--- src/sv/sunday_substring_search_macros.svh ---
// Assertion macros shared by the search block.
`ifndef SUNDAY_SUBSTRING_SEARCH_MACROS_SVH
`define SUNDAY_SUBSTRING_SEARCH_MACROS_SVH
`ifndef ASSERT_OFF
// Same-cycle implication.
`define SSS_ASSERT_IMPL(label, clk, rst_n, ante, cons) \
    label: assert property (@(posedge clk) disable iff (!rst_n) (ante) |-> (cons)) \
        else $error("same-cycle check failed");
// Next-cycle implication.
`define SSS_ASSERT_NEXT(label, clk, rst_n, ante, cons) \
    label: assert property (@(posedge clk) disable iff (!rst_n) (ante) |=> (cons)) \
        else $error("next-cycle check failed");
`else
`define SSS_ASSERT_IMPL(label, clk, rst_n, ante, cons)
`define SSS_ASSERT_NEXT(label, clk, rst_n, ante, cons)
`endif
`endif

--- src/sv/sss_pkg.sv ---
`timescale 1ns / 1ps

package sss_pkg;

    localparam int MAX_PATTERN_DEF = 64;
    localparam int MAX_TEXT_DEF    = 4096;
    localparam int POS_W           = 12;
    localparam int BYTE_W          = 8;
    localparam int TABLE_DEPTH     = 256;

    // Beat kinds on the input channel.
    localparam logic CMD_PATTERN = 1'b0;
    localparam logic CMD_TEXT    = 1'b1;

    typedef struct packed {
        logic              found;
        logic [POS_W-1:0]  position;
        logic              overflow;
    } t_result;

endpackage

--- src/sv/sss_out_if.sv ---
`timescale 1ns / 1ps

interface sss_out_if import sss_pkg::*; ();
    logic             valid;
    logic             ready;
    logic             found;
    logic [POS_W-1:0] position;
    logic             overflow;

    modport source (output valid, output found, output position, output overflow, input ready);
    modport sink   (input valid, input found, input position, input overflow, output ready);
endinterface

--- src/sv/sss_out_reg.sv ---
`timescale 1ns / 1ps

// Single-entry output register for the result beat.
module sss_out_reg import sss_pkg::*; (
    input  logic      i_clk,
    input  logic      i_rst_n,
    input  logic      i_valid,
    output logic      o_ready,
    input  t_result   i_result,
    sss_out_if.source o_res
);

    logic    r_full;
    t_result r_data;

    assign o_ready = !r_full || o_res.ready;

    always_ff @(posedge i_clk) begin
        if (!i_rst_n) begin
            r_full <= 1'b0;
        end else if (i_valid && o_ready) begin
            r_full <= 1'b1;
        end else if (o_res.ready) begin
            r_full <= 1'b0;
        end
    end

    always_ff @(posedge i_clk) begin
        if (i_valid && o_ready) begin
            r_data <= i_result;
        end
    end

    assign o_res.valid    = r_full;
    assign o_res.found    = r_data.found;
    assign o_res.position = r_data.position;
    assign o_res.overflow = r_data.overflow;

endmodule

--- src/flat_wrapper.sv ---
// flat-port wrapper written by rule: the top's interface ports become plain ports
module sss_out_reg_flat import sss_pkg::*;
  (i_clk, i_rst_n, i_valid, o_ready, i_result, o_res_valid, o_res_found, o_res_position, o_res_overflow, o_res_ready);
  sss_out_if o_res_i ();
  input  logic i_clk;
  input  logic i_rst_n;
  input  logic i_valid;
  output logic o_ready;
  input  t_result i_result;
  output wire logic [$bits(o_res_i.valid)-1:0] o_res_valid;
  output wire logic [$bits(o_res_i.found)-1:0] o_res_found;
  output wire logic [$bits(o_res_i.position)-1:0] o_res_position;
  output wire logic [$bits(o_res_i.overflow)-1:0] o_res_overflow;
  input wire logic [$bits(o_res_i.ready)-1:0] o_res_ready;
  assign o_res_valid = o_res_i.valid;
  assign o_res_found = o_res_i.found;
  assign o_res_position = o_res_i.position;
  assign o_res_overflow = o_res_i.overflow;
  assign o_res_i.ready = o_res_ready;
  sss_out_reg u_core (.i_clk(i_clk), .i_rst_n(i_rst_n), .i_valid(i_valid), .o_ready(o_ready), .i_result(i_result), .o_res(o_res_i));
endmodule
--- config.mk ---
export PLATFORM = sky130hd
export DESIGN_NAME = sss_out_reg_flat
export DESIGN_NICKNAME = d
export VERILOG_FILES = /design/src/sv/sunday_substring_search_macros.svh /design/src/sv/sss_pkg.sv /design/src/sv/sss_out_if.sv /design/src/sv/sss_out_reg.sv /design/src/flat_wrapper.sv
export SDC_FILE = /design/constraint.sdc
export NUM_CORES = 1
export LEC_CHECK = 0
export BUFFER_PORTS_ARGS = -buffer_cell sky130_fd_sc_hd__buf_4
export CAP_MARGIN = 15
export CORE_MARGIN = 10
export CORE_UTILIZATION = 33
export CTS_CLUSTER_DIAMETER = 50
export DETAILED_ROUTE_END_ITERATION = 16
export GPL_TIMING_DRIVEN = 0
export PLACE_DENSITY = 0.69
export SLEW_MARGIN = 20
export SYNTH_ARGS = -nofsm -noshare
export SYNTH_HDL_FRONTEND = slang
export SYNTH_SLANG_ARGS = --single-unit
--- constraint.sdc ---
create_clock -name i_clk -period 0.91 [get_ports i_clk]
set_input_delay 0.0455 -clock i_clk [delete_from_list [all_inputs] [get_ports i_clk]]
set_output_delay 0.0455 -clock i_clk [all_outputs]
set_load 0.005 [all_outputs]
Word level (Yosys, flattened, before mapping)
Index checks and enable logic that the tools add are counted.

Register bits after elaboration: 15. Output and inout bits: 16.

Reduce and logical (&&, ||, !) cells: 4. Multiplexer cells: 2.

Operators by type and width (number): $mux 1 (2); $reduce_bool 2->1 (1); $logic_and 1x1->1 (1); $logic_not 1->1 (1); $logic_or 1x1->1 (1).

Logic depth before layout (Yosys ltp)
Word-level depth: 4. Depth in mapped cells: 2. Depth with buffers taken out: 2.

Worst setup path before layout
No wires, ideal clock.

Kind: reg-to-reg. From: register u_core.r_full (netlist: u_core.o_res.valid). To: register u_core.r_data, in the netlist u_core.o_res.found (enable). Slack: -0.032 ns. Arrival time: 0.633 ns. Required time: 0.601 ns. Setup time: 0.309 ns. Cell stages (with the launch flop): 3. Buffers on the path: 0. Cells stage by stage: dfxtp_1 nand2b_4 and2_4.

Cells in the longest elaborated chain, start to end: 3.

Ends and longest elaborated chain: start: declaration (RTL line sss_out_reg.sv:13) `logic r_full;`; start signal: assignment (RTL line sss_out_reg.sv:20) `r_full <= 1'b0;`; start signal: assignment (RTL line sss_out_reg.sv:22) `r_full <= 1'b1;`; start signal: assignment (RTL line sss_out_reg.sv:24) `r_full <= 1'b0;`; $logic_not 1->1 (RTL line sss_out_reg.sv:16) `assign o_ready = !r_full || o_res.ready;`; $logic_or 1x1->1 (RTL line sss_out_reg.sv:16); named net o_ready (RTL line flat_wrapper.sv:8) `output logic o_ready;`; $logic_and 1x1->1 (RTL line sss_out_reg.sv:29) `if (i_valid && o_ready) begin`; end signal: assignment (RTL line sss_out_reg.sv:30) `r_data <= i_result;`; end: declaration (RTL line sss_out_reg.sv:14) `t_result r_data;`.

The timed path passes the listed nets, and every way through them passes these cells. A chain may end at the register's enable or synchronous reset.

Final worst setup path
From: register u_core.r_full (netlist: u_core.o_res.valid). To: register u_core.r_data, in the netlist u_core.o_res.position[3] (enable).

Cells in the longest elaborated chain, start to end: 3.

Ends and longest elaborated chain (RTL line): $logic_not 1->1 (sss_out_reg.sv:16); $logic_or 1x1->1 (sss_out_reg.sv:16); $logic_and 1x1->1 (sss_out_reg.sv:29).

Every way passes these cells.

==> flow_summary.toml <==
[worst_setup_path]
worst_setup_path_start_kind = "register"
worstRegToRegCells = 2
reg2reg_to = "u_core.o_res.position[3]$_DFFE_PP_"
regToRegSetupSlack_ps = 10
critPathKind = "register to register"
crit_path_end_kind = "register"
crit_fanout = 7
crit_arrival_ps = 890
endpoint = "u_core.o_res.position[3]$_DFFE_PP_"
cp_data_required_time_ps = 900
r2r_start = "u_core.o_res.valid$_SDFFE_PN0P_"
critPathLaunch = "u_core.o_res.valid$_SDFFE_PN0P_"

[floorplanning]
initial_core_util = 0.3583
io_pins = 34
die_h_um = 58.06
die_w_um = 58.06
num_rows = 13
core_area_sq_mm = 0.001334
die-area_sq_mm = 0.003370

[sta]
worst_slew_pin_slew_ps = 105.9
grt_setup_unrepaired = "true"
final_hold_viol_count = 0
fin_crit_ps = 896.6
final.setup.worst_slack_ps = 13.38
relSlewSlack = 0.9294
fmax_mhz = 1115
drv_slew = 0
period_share = 0.9853
skew_ps = 0.6128
finalSetupViolCount = 0

[layout]
syn2layout_area_growth_pct = 95.81
nNetsFinal = 92
diodes = 0
drive_above_1_share = 0.5890

[global_route]
antenna_found_initial = 0
overflow = 0
track_usage = 0.08444
grt_max_degree = 9
grt_pass1_wl_um = 2166
first_global_vias = 451

[drt]
ant_nets = 0
wl_per_cell_um = 15.85
firstDrtPassIters = 4
via_count = 376
drc = 0
viasPerCell = 4.273
initialDrtViolationCount = 4
drt-total-wl_um = 1395

[cts]
clkSinkCount = 15
cts_buffers = 3
cts_buffer_depth = 2
insertion_delay_ps = 270
cts_root_buf = "clkbuf_4"
path_clk_slew_ps = 80
cts_tree = "yes"
h-tree-depth = 1

[power_and_ir_drop]
vdd_ir_drop_max_uv = 858.6
total_power_w = 0.001387
leakage_nw = 0.4099
power_density_mw_per_mm2 = 1482

[place]
io_buffers = 33
gp_congestion = 0.5722
pre_cts_slack_ps = -58.35

[yosys]
ys_seq_elements = 15
seq_area_frac_synth = 0.9215
synth_area_sq_um = 478.0
ys_types = 6
yosys_warnings = 0
synthCells = 19
synth_fp_nets = 37
synth_area_per_cell_sq_um = 25.16

[run]
cap_violations = 0

[hold_path]
min_path_type = "input pin to register"

[status]
status = "finished clean"
[layer usage]
metal / part of all wire / vias to the layer above / global-route usage
li1: - / 181 / -
met1: 0.39 / 171 / 0.07848
met2: 0.51 / 22 / 0.1457
met3: 0.095 / 2 / 0.04139
met4: 0.0043 / 0 / 0.05034
met5: 0 / - / 0
[how the worst min path moves through the flow]
stage / start / slack [ps] / cells after the start / to
floorplan: i_result[13] / 140 / 0 / u_core.o_res.found$_DFFE_PP_
global placement: i_result[10] / 220 / 1 / u_core.o_res.position[9]$_DFFE_PP_
detailed placement: i_result[11] / 220 / 1 / u_core.o_res.position[10]$_DFFE_PP_
CTS: i_rst_n / 6 / 2 / u_core.o_res.valid$_SDFFE_PN0P_
global route: i_rst_n / 2 / 2 / u_core.o_res.valid$_SDFFE_PN0P_
finish: i_rst_n / 10 / 2 / u_core.o_res.valid$_SDFFE_PN0P_
[critical path, stage by stage (launching register included)]
cell and delay, ps:
dfxtp_2 340, nand2b_4 80, and2_4 200
[cell usage in the layout, fill, tap and decap left out]
master         netlist  final
dlygate4sd3_1        0     14
dfxtp_2              0      1
nand2b_4             1      1
clkbuf_4             0      3
a21boi_2             1      1
and2_4               1      2
buf_4                0     35
clkbuf_1             0      1
inv_1                1      1
edfxtp_1            14     14
[final cells by class]
class / instances / area, sq um
sequential: 15 / 441.7
timing repair buffer: 49 / 402.9
fill: 107 / 397.9
multi-input combinational: 4 / 42.54
clock buffer: 4 / 26.28
tap: 15 / 18.77
inverter: 1 / 3.754
[power breakdown]
| group | switching, W | total, W | internal [W] | leakage, nW |
|---|---|---|---|---|
| combinational | 0.0000634 | 0.000212 | 0.000149 | 0.251 |
| sequential | 0.0000129 | 0.000814 | 0.000801 | 0.144 |
| clock | 0.000191 | 0.000361 | 0.000170 | 0.0150 |
| total | 0.000267 | 0.00139 | 0.00112 | 0.410 |
[synthesized netlist by cell type]
| cell | instances | share of area |
|---|---|---|
| edfxtp_1 | 14 | 0.88 |
| a21boi_2 | 1 | 0.024 |
| and2_4 | 1 | 0.018 |
| dfxtp_1 | 1 | 0.042 |
| inv_1 | 1 | 0.0078 |
| nand2b_4 | 1 | 0.029 |
[timing repair]
| item | in CTS | in global routing |
|---|---|---|
| setup endpoints to repair | 14 | 15 |
| endpoints found under the hold margin | 14 | 0 |
| cloned | 1 | 0 |
| hold buffers | 14 | 0 |
| setup buffers | 1 | 1 |
| pin swaps | 1 | 1 |
| gates resized for setup | 1 | 0 |
[kinds of logic (layout without fill, tap and decap cells)]
kind of cell	Yosys count	in the layout	synth area share
buf+inv	1	54	0.007846
compound gates	1	1	0.02356
flops	15	15	0.9215
simple gates	2	3	0.04712
[flip-flops by register name (all words and copies together), names as in the netlist]
| name | flops |
|---|---|
| u_core.o_res.position | 12 |
| u_core.o_res.found | 1 |
| u_core.o_res.overflow | 1 |
| u_core.o_res.valid | 1 |
[through the flow]
stage,area [sq um],util,TNS (ps),instances,hold WS (ps)
floorplan,479.2,-,-193.7,19,144.4
finish,935.9,0.7017,0,88,14.41
detailed placement,745.7,0.5591,-811.9,67,224.8
global placement,745.7,0.5591,-651.4,67,223.6
CTS,928.4,0.6961,-35.73,87,6.110
global route,935.9,0.7017,-139.9,88,1.561
No activity file was read; power rests on OpenSTA's default activity.
